<file path="config.mk">
export PLATFORM = sky130hd
export DESIGN_NAME = pcap_packet_header_parser
export DESIGN_NICKNAME = d
export VERILOG_FILES = /design/src/rtl/pphp_pkg.sv /design/src/rtl/pphp_sat_cnt.sv /design/src/rtl/pcap_packet_header_parser.sv
export SDC_FILE = /design/constraint.sdc
export NUM_CORES = 1
export LEC_CHECK = 0
export BUFFER_PORTS_ARGS = -buffer_cell sky130_fd_sc_hd__buf_2
export CAP_MARGIN = 40
export CORE_MARGIN = 3
export CORE_UTILIZATION = 50
export DETAILED_ROUTE_END_ITERATION = 7
export PLACE_DENSITY = 0.69
export SYNTH_ARGS = -nofsm -noshare
export SYNTH_HDL_FRONTEND = slang
export SYNTH_HIERARCHICAL = 1
export SYNTH_SLANG_ARGS = --single-unit
</file>
<file path="constraint.sdc">
create_clock -name clk -period 50.4 [get_ports clk]
set_clock_uncertainty 0.15 [all_clocks]
set_input_delay 2.52 -clock clk [delete_from_list [all_inputs] [get_ports clk]]
set_output_delay 2.52 -clock clk [all_outputs]
set_load 0.02 [all_outputs]
</file>
<file path="src/rtl/pphp_pkg.sv">
`timescale 1ns / 1ps
package pphp_pkg;

  localparam int COUNTER_BITS_DEF = 32;

  localparam logic OP_DATA = 1'b0;
  localparam logic OP_END  = 1'b1;

  localparam logic KIND_PACKET = 1'b0;
  localparam logic KIND_STATS  = 1'b1;

  localparam logic [4:0]  FILE_HDR_LAST = 5'd23;
  localparam logic [4:0]  REC_HDR_LAST  = 5'd15;
  localparam logic [15:0] ETH_IPV4      = 16'h0800;
  localparam logic [6:0]  IP_OFFSET     = 7'd14;
  localparam logic [31:0] TYPE_HI_POS   = 32'd12;
  localparam logic [31:0] TYPE_LO_POS   = 32'd13;
  localparam logic [31:0] IHL_POS       = 32'd14;
  localparam logic [31:0] PROTO_POS     = 32'd23;
  localparam logic [7:0]  PROTO_TCP     = 8'd6;
  localparam logic [7:0]  PROTO_UDP     = 8'd17;
  localparam logic [7:0]  PROTO_ICMP    = 8'd1;

  localparam logic [1:0] CLS_OTHER = 2'd0;
  localparam logic [1:0] CLS_TCP   = 2'd1;
  localparam logic [1:0] CLS_UDP   = 2'd2;
  localparam logic [1:0] CLS_ICMP  = 2'd3;

  localparam int OUT_DATA_W = 216;

endpackage

</file>
<file path="src/rtl/pphp_sat_cnt.sv">
`timescale 1ns / 1ps
module pphp_sat_cnt #(
  parameter int W = pphp_pkg::COUNTER_BITS_DEF
) (
  input  logic         clk,
  input  logic         rst_n,
  input  logic         clr,
  input  logic         inc,
  output logic [W-1:0] cnt_o
);

  logic [W-1:0] cnt_r;

  // value with this cycle's increment applied, before any clear
  always_comb begin
    cnt_o = cnt_r;
    if (inc && (cnt_r != {W{1'b1}})) begin
      cnt_o = cnt_r + W'(1);
    end
  end

  always_ff @(posedge clk) begin
    if (!rst_n || clr) begin
      cnt_r <= '0;
    end else begin
      cnt_r <= cnt_o;
    end
  end

endmodule

</file>
<file path="src/rtl/pcap_packet_header_parser.sv">
`timescale 1ns / 1ps
// Capture file header parser. Takes one file byte per word on in_* (tuser
// high = end of file) and skips the 24-byte file header, then walks 16-byte
// record headers and the packets they describe. A report word leaves on
// out_* when a packet completes (zero-length packets at the last record
// header byte), and a statistics word (tuser = 1) answers an end-of-file
// word, after which the parser is back in its reset state. One word is
// accepted every cycle; a word passes an input register and then the report
// register before its report is valid. The rate is set only by out_tready:
// a report waiting in the output register holds back the next word that
// would produce one. Counters are COUNTER_BITS wide and saturate; their
// low 32 bits are reported.
module pcap_packet_header_parser #(
  parameter int COUNTER_BITS = pphp_pkg::COUNTER_BITS_DEF
) (
  input  logic                            clk,
  input  logic                            rst_n,
  input  logic                            in_tvalid,
  output logic                            in_tready,
  input  logic [7:0]                      in_tdata,  // data_byte
  input  logic                            in_tuser,  // opcode
  output logic                            out_tvalid,
  input  logic                            out_tready,
  // packet_number[31:0], captured_length[63:32], ether_type[79:64],
  // protocol_class[81:80], source_port[97:82], destination_port[113:98],
  // tcp_total[145:114], udp_total[177:146], icmp_total[209:178],
  // cut_off[210], zero fill
  output logic [pphp_pkg::OUT_DATA_W-1:0] out_tdata,
  output logic                            out_tuser  // report_kind
);

  localparam logic [1:0] PH_FILE   = 2'd0;
  localparam logic [1:0] PH_RECORD = 2'd1;
  localparam logic [1:0] PH_PACKET = 2'd2;

  logic       v0_r;
  logic       op0_r;
  logic [7:0] b0_r;

  logic [1:0]  phase_r,  phase_nxt;
  logic [4:0]  pos_r,    pos_nxt;
  logic [31:0] len_r,    len_nxt;
  logic [31:0] early_r,  early_nxt;
  logic [15:0] type_r,   type_nxt;
  logic [3:0]  hw_r,     hw_nxt;
  logic [7:0]  proto_r,  proto_nxt;
  logic [31:0] port_r,   port_nxt;

  logic        res;
  logic        consume;
  logic        pkt_inc;
  logic        fin;
  logic        cut;
  logic [1:0]  cls;
  logic [3:0]  hw_eff;
  logic [6:0]  port_at;
  logic [6:0]  port_diff;
  logic        port_hit;
  logic [32:0] early_inc;

  logic [COUNTER_BITS-1:0] pkt_cnt, tcp_cnt, udp_cnt, icmp_cnt;

  logic                            out_tvalid_r;
  logic                            out_tuser_r, out_tuser_nxt;
  logic [pphp_pkg::OUT_DATA_W-1:0] out_tdata_r, out_tdata_nxt;

  assign consume   = v0_r && (!res || !out_tvalid_r || out_tready);
  assign in_tready = !v0_r || consume;

  always_ff @(posedge clk) begin
    if (!rst_n) begin
      v0_r <= 1'b0;
    end else if (in_tvalid && in_tready) begin
      v0_r <= 1'b1;
    end else if (consume) begin
      v0_r <= 1'b0;
    end
  end

  always_ff @(posedge clk) begin
    if (in_tvalid && in_tready) begin
      op0_r <= in_tuser;
      b0_r  <= in_tdata;
    end
  end

  assign hw_eff    = (early_r == pphp_pkg::IHL_POS) ? b0_r[3:0] : hw_r;
  assign port_at   = pphp_pkg::IP_OFFSET + 7'({hw_eff, 2'b00});
  assign port_diff = early_r[6:0] - port_at;
  assign port_hit  = (early_r[31:7] == '0) && (early_r[6:0] >= port_at) &&
                     (port_diff <= 7'd3);
  assign early_inc = {1'b0, early_r} + 33'd1;

  always_comb begin
    phase_nxt = phase_r;
    pos_nxt   = pos_r;
    len_nxt   = len_r;
    early_nxt = early_r;
    type_nxt  = type_r;
    hw_nxt    = hw_r;
    proto_nxt = proto_r;
    port_nxt  = port_r;
    res       = 1'b0;
    pkt_inc   = 1'b0;
    fin       = 1'b0;
    cut       = 1'b0;
    if (op0_r == pphp_pkg::OP_END) begin
      res       = 1'b1;
      cut       = (phase_r == PH_PACKET) || ((phase_r == PH_RECORD) && (pos_r != '0));
      phase_nxt = PH_FILE;
      pos_nxt   = '0;
      len_nxt   = '0;
      early_nxt = '0;
      type_nxt  = '0;
      hw_nxt    = '0;
      proto_nxt = '0;
      port_nxt  = '0;
    end else begin
      unique case (phase_r)
        PH_FILE: begin
          pos_nxt = pos_r + 5'd1;
          if (pos_r == pphp_pkg::FILE_HDR_LAST) begin
            phase_nxt = PH_RECORD;
            pos_nxt   = '0;
          end
        end
        PH_RECORD: begin
          if (pos_r[4:2] == 3'b010) begin
            case (pos_r[1:0])
              2'd0:    len_nxt[7:0]   = b0_r;
              2'd1:    len_nxt[15:8]  = b0_r;
              2'd2:    len_nxt[23:16] = b0_r;
              default: len_nxt[31:24] = b0_r;
            endcase
          end
          pos_nxt = pos_r + 5'd1;
          if (pos_r == pphp_pkg::REC_HDR_LAST) begin
            pkt_inc   = 1'b1;
            early_nxt = '0;
            type_nxt  = '0;
            hw_nxt    = '0;
            proto_nxt = '0;
            port_nxt  = '0;
            pos_nxt   = '0;
            if (len_r == '0) begin
              res = 1'b1;
              fin = 1'b1;
            end else begin
              phase_nxt = PH_PACKET;
            end
          end
        end
        PH_PACKET: begin
          if (early_r == pphp_pkg::TYPE_HI_POS) type_nxt[15:8] = b0_r;
          if (early_r == pphp_pkg::TYPE_LO_POS) type_nxt[7:0]  = b0_r;
          hw_nxt = hw_eff;
          if (early_r == pphp_pkg::PROTO_POS) proto_nxt = b0_r;
          if (port_hit) begin
            case (port_diff[1:0])
              2'd0:    port_nxt[31:24] = b0_r;
              2'd1:    port_nxt[23:16] = b0_r;
              2'd2:    port_nxt[15:8]  = b0_r;
              default: port_nxt[7:0]   = b0_r;
            endcase
          end
          early_nxt = early_inc[31:0];
          if (early_inc >= {1'b0, len_r}) begin
            res = 1'b1;
            fin = 1'b1;
          end
        end
        default: begin
          phase_nxt = PH_FILE;
          pos_nxt   = '0;
        end
      endcase
    end
  end

  always_comb begin
    cls = pphp_pkg::CLS_OTHER;
    if (type_nxt == pphp_pkg::ETH_IPV4) begin
      if (proto_nxt == pphp_pkg::PROTO_TCP) begin
        cls = pphp_pkg::CLS_TCP;
      end else if (proto_nxt == pphp_pkg::PROTO_UDP) begin
        cls = pphp_pkg::CLS_UDP;
      end else if (proto_nxt == pphp_pkg::PROTO_ICMP) begin
        cls = pphp_pkg::CLS_ICMP;
      end
    end
  end

  pphp_sat_cnt #(.W(COUNTER_BITS)) u_pkt_cnt (
    .clk   (clk),
    .rst_n (rst_n),
    .clr   (consume && (op0_r == pphp_pkg::OP_END)),
    .inc   (consume && pkt_inc),
    .cnt_o (pkt_cnt)
  );

  pphp_sat_cnt #(.W(COUNTER_BITS)) u_tcp_cnt (
    .clk   (clk),
    .rst_n (rst_n),
    .clr   (consume && (op0_r == pphp_pkg::OP_END)),
    .inc   (consume && fin && (cls == pphp_pkg::CLS_TCP)),
    .cnt_o (tcp_cnt)
  );

  pphp_sat_cnt #(.W(COUNTER_BITS)) u_udp_cnt (
    .clk   (clk),
    .rst_n (rst_n),
    .clr   (consume && (op0_r == pphp_pkg::OP_END)),
    .inc   (consume && fin && (cls == pphp_pkg::CLS_UDP)),
    .cnt_o (udp_cnt)
  );

  pphp_sat_cnt #(.W(COUNTER_BITS)) u_icmp_cnt (
    .clk   (clk),
    .rst_n (rst_n),
    .clr   (consume && (op0_r == pphp_pkg::OP_END)),
    .inc   (consume && fin && (cls == pphp_pkg::CLS_ICMP)),
    .cnt_o (icmp_cnt)
  );

  always_comb begin
    out_tdata_nxt          = '0;
    out_tuser_nxt          = pphp_pkg::KIND_STATS;
    out_tdata_nxt[31:0]    = 32'(pkt_cnt);
    out_tdata_nxt[145:114] = 32'(tcp_cnt);
    out_tdata_nxt[177:146] = 32'(udp_cnt);
    out_tdata_nxt[209:178] = 32'(icmp_cnt);
    out_tdata_nxt[210]     = cut;
    if (fin) begin
      out_tuser_nxt         = pphp_pkg::KIND_PACKET;
      out_tdata_nxt[63:32]  = len_r;
      out_tdata_nxt[79:64]  = type_nxt;
      out_tdata_nxt[81:80]  = cls;
      if (cls == pphp_pkg::CLS_TCP) begin
        out_tdata_nxt[97:82]  = port_nxt[31:16];
        out_tdata_nxt[113:98] = port_nxt[15:0];
      end
    end
  end

  // finished packet resets the walker to the next record header
  always_ff @(posedge clk) begin
    if (!rst_n) begin
      phase_r <= PH_FILE;
      pos_r   <= '0;
      len_r   <= '0;
      early_r <= '0;
      type_r  <= '0;
      hw_r    <= '0;
      proto_r <= '0;
      port_r  <= '0;
    end else if (consume) begin
      if (fin) begin
        phase_r <= PH_RECORD;
        pos_r   <= '0;
        len_r   <= '0;
        early_r <= '0;
        type_r  <= '0;
        hw_r    <= '0;
        proto_r <= '0;
        port_r  <= '0;
      end else begin
        phase_r <= phase_nxt;
        pos_r   <= pos_nxt;
        len_r   <= len_nxt;
        early_r <= early_nxt;
        type_r  <= type_nxt;
        hw_r    <= hw_nxt;
        proto_r <= proto_nxt;
        port_r  <= port_nxt;
      end
    end
  end

  always_ff @(posedge clk) begin
    if (!rst_n) begin
      out_tvalid_r <= 1'b0;
    end else if (consume && res) begin
      out_tvalid_r <= 1'b1;
    end else if (out_tready) begin
      out_tvalid_r <= 1'b0;
    end
  end

  always_ff @(posedge clk) begin
    if (consume && res) begin
      out_tdata_r <= out_tdata_nxt;
      out_tuser_r <= out_tuser_nxt;
    end
  end

  assign out_tvalid = out_tvalid_r;
  assign out_tdata  = out_tdata_r;
  assign out_tuser  = out_tuser_r;

`ifndef SYNTHESIS
  a_end_clears: assert property (@(posedge clk) disable iff (!rst_n)
    (consume && (op0_r == pphp_pkg::OP_END)) |=> (phase_r == PH_FILE) && (pos_r == '0))
    else $error("end of file did not return parser to file header");

  a_file_pos: assert property (@(posedge clk) disable iff (!rst_n)
    (phase_r == PH_FILE) |-> (pos_r <= pphp_pkg::FILE_HDR_LAST))
    else $error("file header position out of range");

  a_packet_len: assert property (@(posedge clk) disable iff (!rst_n)
    (phase_r == PH_PACKET) |-> ((len_r != '0) && ({1'b0, early_r} < {1'b0, len_r})))
    else $error("packet walk past captured length");

  a_stats_clean: assert property (@(posedge clk) disable iff (!rst_n)
    (out_tvalid && (out_tuser == pphp_pkg::KIND_STATS)) |-> (out_tdata[113:32] == '0))
    else $error("statistics report carries packet fields");
`endif

endmodule
</file>
# == Yosys cells after proc, flatten, opt, wreduce, memory -nomap -nowiden ==
# Cells that the tools add are included.
# word_totals
regBits,482
out_inout_bits,219
elab_cells,183
# op_classes
order_cmp,3
n_addsub,8
n_mux,70
eq_ne,29
reduce_logical,49
# ops
operator,n
32-bit two-way mux,15
32-bit by 1-bit adder with 32-bit output (second input constant),4
32-bit inequality test (second input constant),4
32-bit one-hot mux with 2 select lines,2
8-bit two-way mux,14
32-bit by 4-bit equality test with 1-bit output (second input constant),3
16-bit two-way mux,3
32-bit by 1-bit adder with 33-bit output (second input constant),1
33-bit by 32-bit >= comparator with 1-bit output,1
32-bit by 5-bit equality test with 1-bit output (second input constant),1
32-bit zero test,1
16-bit one-hot mux with 2 select lines,1
25-bit zero test,1
5-bit two-way mux,4
2-bit two-way mux,9
16-bit by 12-bit equality test with 1-bit output (second input constant),1
1-bit logical AND,16
4-bit two-way mux,4
8-bit one-hot mux with 2 select lines,1
4-bit AND reduction,4
5-bit one-hot mux with 3 select lines,1
3-bit nonzero test,5
1-bit two-way mux,13
2-bit equality test (second input constant),5
other kinds (29),45

# == Depth between registers and ports, before layout ==
# logic_depth
ltp_word,13
mapped_depth,25
depth_no_buf,22

# == Cells and area by module ==
# Netlist, hierarchy kept.
# by_module_without_submodules
module,cells_each,seq_area_each_um2,instances,area_each_um2
pcap_packet_header_parser,1303,9298.9,1,15132.0
pphp_sat_cnt (u_icmp_cnt ...),239,640.6,3,1956.9
pphp_sat_cnt (u_udp_cnt),240,640.6,1,1931.9

# == Least setup slack after synthesis ==
# OpenSTA, ideal clock, no wires.
# synth_path
kind,reg-to-reg
from,reg early_r[0]
to,reg phase_r[1]
setup_slack_ns,29.770
synth_period_minus_slack_ns,20.630
stages_incl_launch_ff,19
arrival_ns,20.415
path_cell_list,dfxtp_1 -> ha_1 -> buf_2 -> nand2_1 -> or4b_1 -> buf_2 -> nor2_1 -> nand4_1 -> xnor2_1 -> ha_1 -> and4_1 -> and4_1 -> a41oi_1 -> a31oi_1 -> nor4_2 -> a211oi_1 -> o21bai_1 -> mux2_1 -> nor2_1
# synth_via
elab_chain_len,10
elab_cells_between_ends,16
cone_classes,1 x add/sub; 1 x order compare; 4 x eq/ne; 5 x mux; 5 x reduce/logical
# synth_rtl
item,line_no,source
start: declaration,pcap_packet_header_parser.sv:43,"logic [31:0] early_r, early_nxt;"
start signal: assignment,pcap_packet_header_parser.sv:270,early_r <= early_nxt;
32-bit by 1-bit adder with 33-bit output *,pcap_packet_header_parser.sv:92,"assign early_inc = {1'b0, early_r} + 33'd1;"
33-bit by 32-bit >= comparator with 1-bit output *,pcap_packet_header_parser.sv:167,"if (early_inc >= {1'b0, len_r}) begin"
1-bit two-way mux *,pcap_packet_header_parser.sv:167,
1-bit one-hot mux with 2 select lines *,pcap_packet_header_parser.sv:119,unique case (phase_r)
1-bit two-way mux,pcap_packet_header_parser.sv:107,if (op0_r == pphp_pkg::OP_END) begin
1-bit zero test,pcap_packet_header_parser.sv:67,assign consume = v0_r && (!res || !out_tvalid_r || out_tready);
1-bit logical OR (2 in series),pcap_packet_header_parser.sv:67,
1-bit logical AND,pcap_packet_header_parser.sv:67,
5-bit AND reduction (no source line),--,
end signal: assignment,pcap_packet_header_parser.sv:267,phase_r <= phase_nxt;
end: declaration,pcap_packet_header_parser.sv:40,"logic [1:0] phase_r, phase_nxt;"
# Every way passes the cells marked *; elsewhere a longest branch is shown, timed or not.
# A chain may end at the register's enable or synchronous reset.

# == Final worst setup path ==
# layout_path
from,reg early_r[0]
to,out in_tready
# layout_via
elab_chain_len,10
# layout_rtl
item,line_no,source
32-bit by 1-bit adder with 33-bit output,pcap_packet_header_parser.sv:92,
33-bit by 32-bit >= comparator with 1-bit output,pcap_packet_header_parser.sv:167,
1-bit two-way mux,pcap_packet_header_parser.sv:167,
1-bit one-hot mux with 2 select lines,pcap_packet_header_parser.sv:119,
1-bit two-way mux,pcap_packet_header_parser.sv:107,
1-bit zero test,pcap_packet_header_parser.sv:67,
1-bit logical OR (2 in series),pcap_packet_header_parser.sv:67,
1-bit logical AND,pcap_packet_header_parser.sv:67,
1-bit logical OR,pcap_packet_header_parser.sv:68,assign in_tready = !v0_r || consume;
end: declaration,pcap_packet_header_parser.sv:19,"output logic in_tready,"
# Every way passes these cells.

==> impl_results.md <==
- Max-slew violations: 0
- Critical Path RT: 47.73 ns
- Sw Share: 22.0%
- Hold Path Class: reg2reg
- Via Count: 18200
- Mapped cell area: 22900 um2
- Reg clk slew, reported paths: around 0.06 ns
- Detail Placement HPWL: between 40000 and 50000 um
- Unrepaired setup endpoints after global routing: false
- Grt ovf: 0
- Synthesized instance count: approximately 2300
- Cell Pwr Density: between 30 and 40 nW/um2
- Critical-path maximum fanout: 9
- Setup crit start: early_r[0]
- Kind of critical path: reg2out
- HP Start: hw_r[0]
- Pleak: 9.19 nW
- Yosys warns: 6
- Least-Margin Pin Slew: 0.932 ns
- Normalized max-slew margin: 37.9%
- Largest net degree at the start of global routing: between 150 and 200
- Initial core utilization: 51.2%
- Core area: 44800 um2
- Synth Area in Compound Gates: between 10% and 20%
- # nets final: around 2500
- Setup TNS Final: 0 ns
- Worst r2r src: early_r[0]
- Tot Pwr: around 830 uW
- Sequential fraction of the synthesis area: approximately half
- Global-route wire length before repair: between 90000 and 100000 um
- Min cycle time layout: 8.29 ns
- Simple-gate share of the synthesized area: approximately 23%
- Worst hold slack: around 0.31 ns
- Post-synth EDFFs: between 200 and 250
- WHS Path Cells: 2
- Hold buffer count at CTS: 0
- Combinational power share: under 10%
- DRC: 0
- Peak supply drop: 0.0235 mV
- Largest family of logic cells by synthesized area: simple AND/OR/NAND/NOR gates
- Worst EP arrival: approximately 5.6 ns
- ANT nets after route: 0
- N_diodes: 0
- Crit path to: in_tready
- Syn-to-layout area delta: 14.3%
- # resized after CTS: 0
- Share of cells above drive strength 1: 16.9%
- Vias in the first global route: 17400
- Number of port buffers: ~230
- CTS tree: built
- Pint: 647 uW
- Multiplexer share of the synthesized area: about 2.6%
- Sequential share of power: around 50%
- Final core occ: 58.5%
- Fmax: ~120 MHz
- Detailed Route WL: 59100 um
- Clock sink total: 482
- CTS root buffer: clkbuf_16
- Reg-to-reg endpoint: out_tdata[207]
- H-tree depth: 2
- Average routed wire per standard cell: 19.2 um
- Longest Clk Path Bufs: 3
- Synth cell types: roughly 80
- Routability Congestion: about 0.89
- Clk Latency, worst-skew pair: 0.58 ns
- Status: finished clean
- Initial antenna violation count: 0
- # setup viols final: 0
- Die W: approximately 220 um
- Part of the power in the clock network: between 40 and 50%
- Die area: between 40000 and 50000 um2
- Post-synth ARST share: 0%
- Adder-cell area share of the yosys netlist: about 3.2%
- Post-CTS setup buffers: 0
- Drt pass-1 iters: 7
- Reg2reg path depth: 21
- Final hold viol count: 0
- Post-Synth XOR/XNOR Area: ~4.6%
- Post-route cell area: approximately 26000 um2
- Psw: 183 uW
- Max-Cap Viols: 0
- Main synth FF type: dfxtp_1
- Total GRT Usage: around a quarter
- Mean Syn Cell Area: ~10 um2
- Seq cells post-synth: 482
- Layout fillers: 3844
- # rows: 77
- Period utilisation layout: ~16%
- DRC violation total after the first TritonRoute iteration: 1713
- Via/cell ratio: roughly 5.9
- CTS buffer count: 50
- Post-DP Area: 24500 um2
- Die Span Y: 220 um
- Worst setup SP type: register
- Flop2flop setup slack: 42.60 ns
- Top-level I/O count: 232
- CP endpoint kind: primary output
## power groups by stage
stage / combinational [mW] / clock, mW / sequential, mW
2_1_floorplan: 0.0141 / 0 / 0.435
3_3_place_gp: 0.0314 / 0 / 0.426
3_5_place_dp: 0.0321 / 0 / 0.426
4_1_cts: 0.0321 / 0.388 / 0.418
5_1_grt: 0.0343 / 0.405 / 0.418
6_report: 0.0319 / 0.380 / 0.418
## synthesized netlist by cell type (54+ instances only)
cell	instances	area, um2
dfxtp_1	261	5230
nand2_1	256	961
edfxtp_1	221	6640
nor2_1	126	473
nand3_1	125	626
a21oi_1	99	495
xnor2_1	84	736
clkbuf_1	72	270
nand4_1	68	425
inv_1	66	248
and2_1	64	400
a22oi_1	62	465
ha_1	57	713
nand2b_1	54	338
## critical path, stage by stage, from the launching register on
cell	delay [ns]
dfxtp_1	0.50
ha_1	0.39
nand2_1	0.14
or4b_1	0.64
nor2_1	0.29
nand4_1	0.15
xnor2_1	0.24
ha_1	0.29
and4_1	0.24
and4_1	0.21
a41oi_1	0.17
a31oi_1	0.19
nor4_2	0.67
nand2_1	0.32
nand2_1	0.21
nor2_1	0.14
inv_1	0.07
buf_2	0.16
## cells by family (layout without fill, tap and decap cells)
family                   after synthesis  after routing
adder cells (fa/ha/maj)               58             58
other                                  1              5
multiplexers                          59             59
buffers and inverters                188            411
XOR/XNOR                             120            120
flip-flops                           482            482
AO/OA/AOI/OAI                        389            389
AND/OR/NAND/NOR                      963            963
## state kept, by name (all words and copies together) (netlist names), 32 cells and up
register          count
early_r              32
len_r                32
out_tdata           211
port_r               32
u_icmp_cnt/cnt_r     32
u_pkt_cnt/cnt_r      32
u_tcp_cnt/cnt_r      32
u_udp_cnt/cnt_r      32
## how the worst min path moves through the flow
stage | slack [ns] | end
global route | 0.33 | hw_r[0]
detailed placement | 0.30 | port_r[8]
finish | 0.31 | hw_r[0]
floorplan | 0.28 | hw_r[0]
global placement | 0.29 | hw_r[0]
CTS | 0.31 | hw_r[0]
## routing by layer
metal	global-route usage [%]	vias to the layer above	wire length, um
li1	-	8669	-
met1	32.3	8773	25500
met2	39.3	678	27900
met3	4.11	111	3900
met4	8.16	0	1780
met5	0	-	0
## per-stage QoR
step           setup slack, ns  instances
6_report                 42.11       3079
5_1_grt                  41.68       3079
2_1_floorplan            29.77       2264
4_1_cts                  42.16       3079
3_5_place_dp             42.66       2987
3_3_place_gp             42.82       2981
## layout by cell type (no fill, tap or decap), types with 7 or more instances in the layout
master	Yosys	routed
a211oi_1	16	15
a21o_1	7	7
a21oi_1	99	99
a22o_1	11	11
a22oi_1	62	62
and2_1	64	64
and3_1	41	41
and4_1	23	23
buf_2	22	227
buf_4	8	18
clkbuf_16	0	50
clkbuf_8	0	9
clkinv_1	2	8
clkinv_2	0	12
dfxtp_1	261	261
edfxtp_1	221	221
ha_1	57	57
inv_1	66	66
mux2_2	8	8
mux2i_1	49	49
nand2_1	256	256
nand2b_1	54	54
nand3_1	125	125
nand4_1	68	68
nor2_1	126	126
nor2b_1	11	7
nor3_1	29	29
nor3_2	36	36
nor4_1	35	34
nor4_2	6	7
o211ai_1	17	17
o21ai_0	49	49
o22ai_1	33	33
o2bb2ai_1	32	32
o31ai_1	9	9
or2_2	7	7
or3_1	46	46
or4_1	7	7
xnor2_1	84	84
xor2_1	36	36
## final cells by class
class | count | area [um2] | share of cell area, %
Multi-Input combinational cell | 1594 | 10300 | 39.3
Sequential cell | 482 | 11900 | 45.2
Tap cell | 592 | 741 | 2.83
Clock inverter | 27 | 297 | 1.13
Inverter | 69 | 259 | 0.988
Timing Repair Buffer | 250 | 1350 | 5.14
Clock buffer | 65 | 1400 | 5.33
Note: power is estimated with default switching activity, not from simulation.
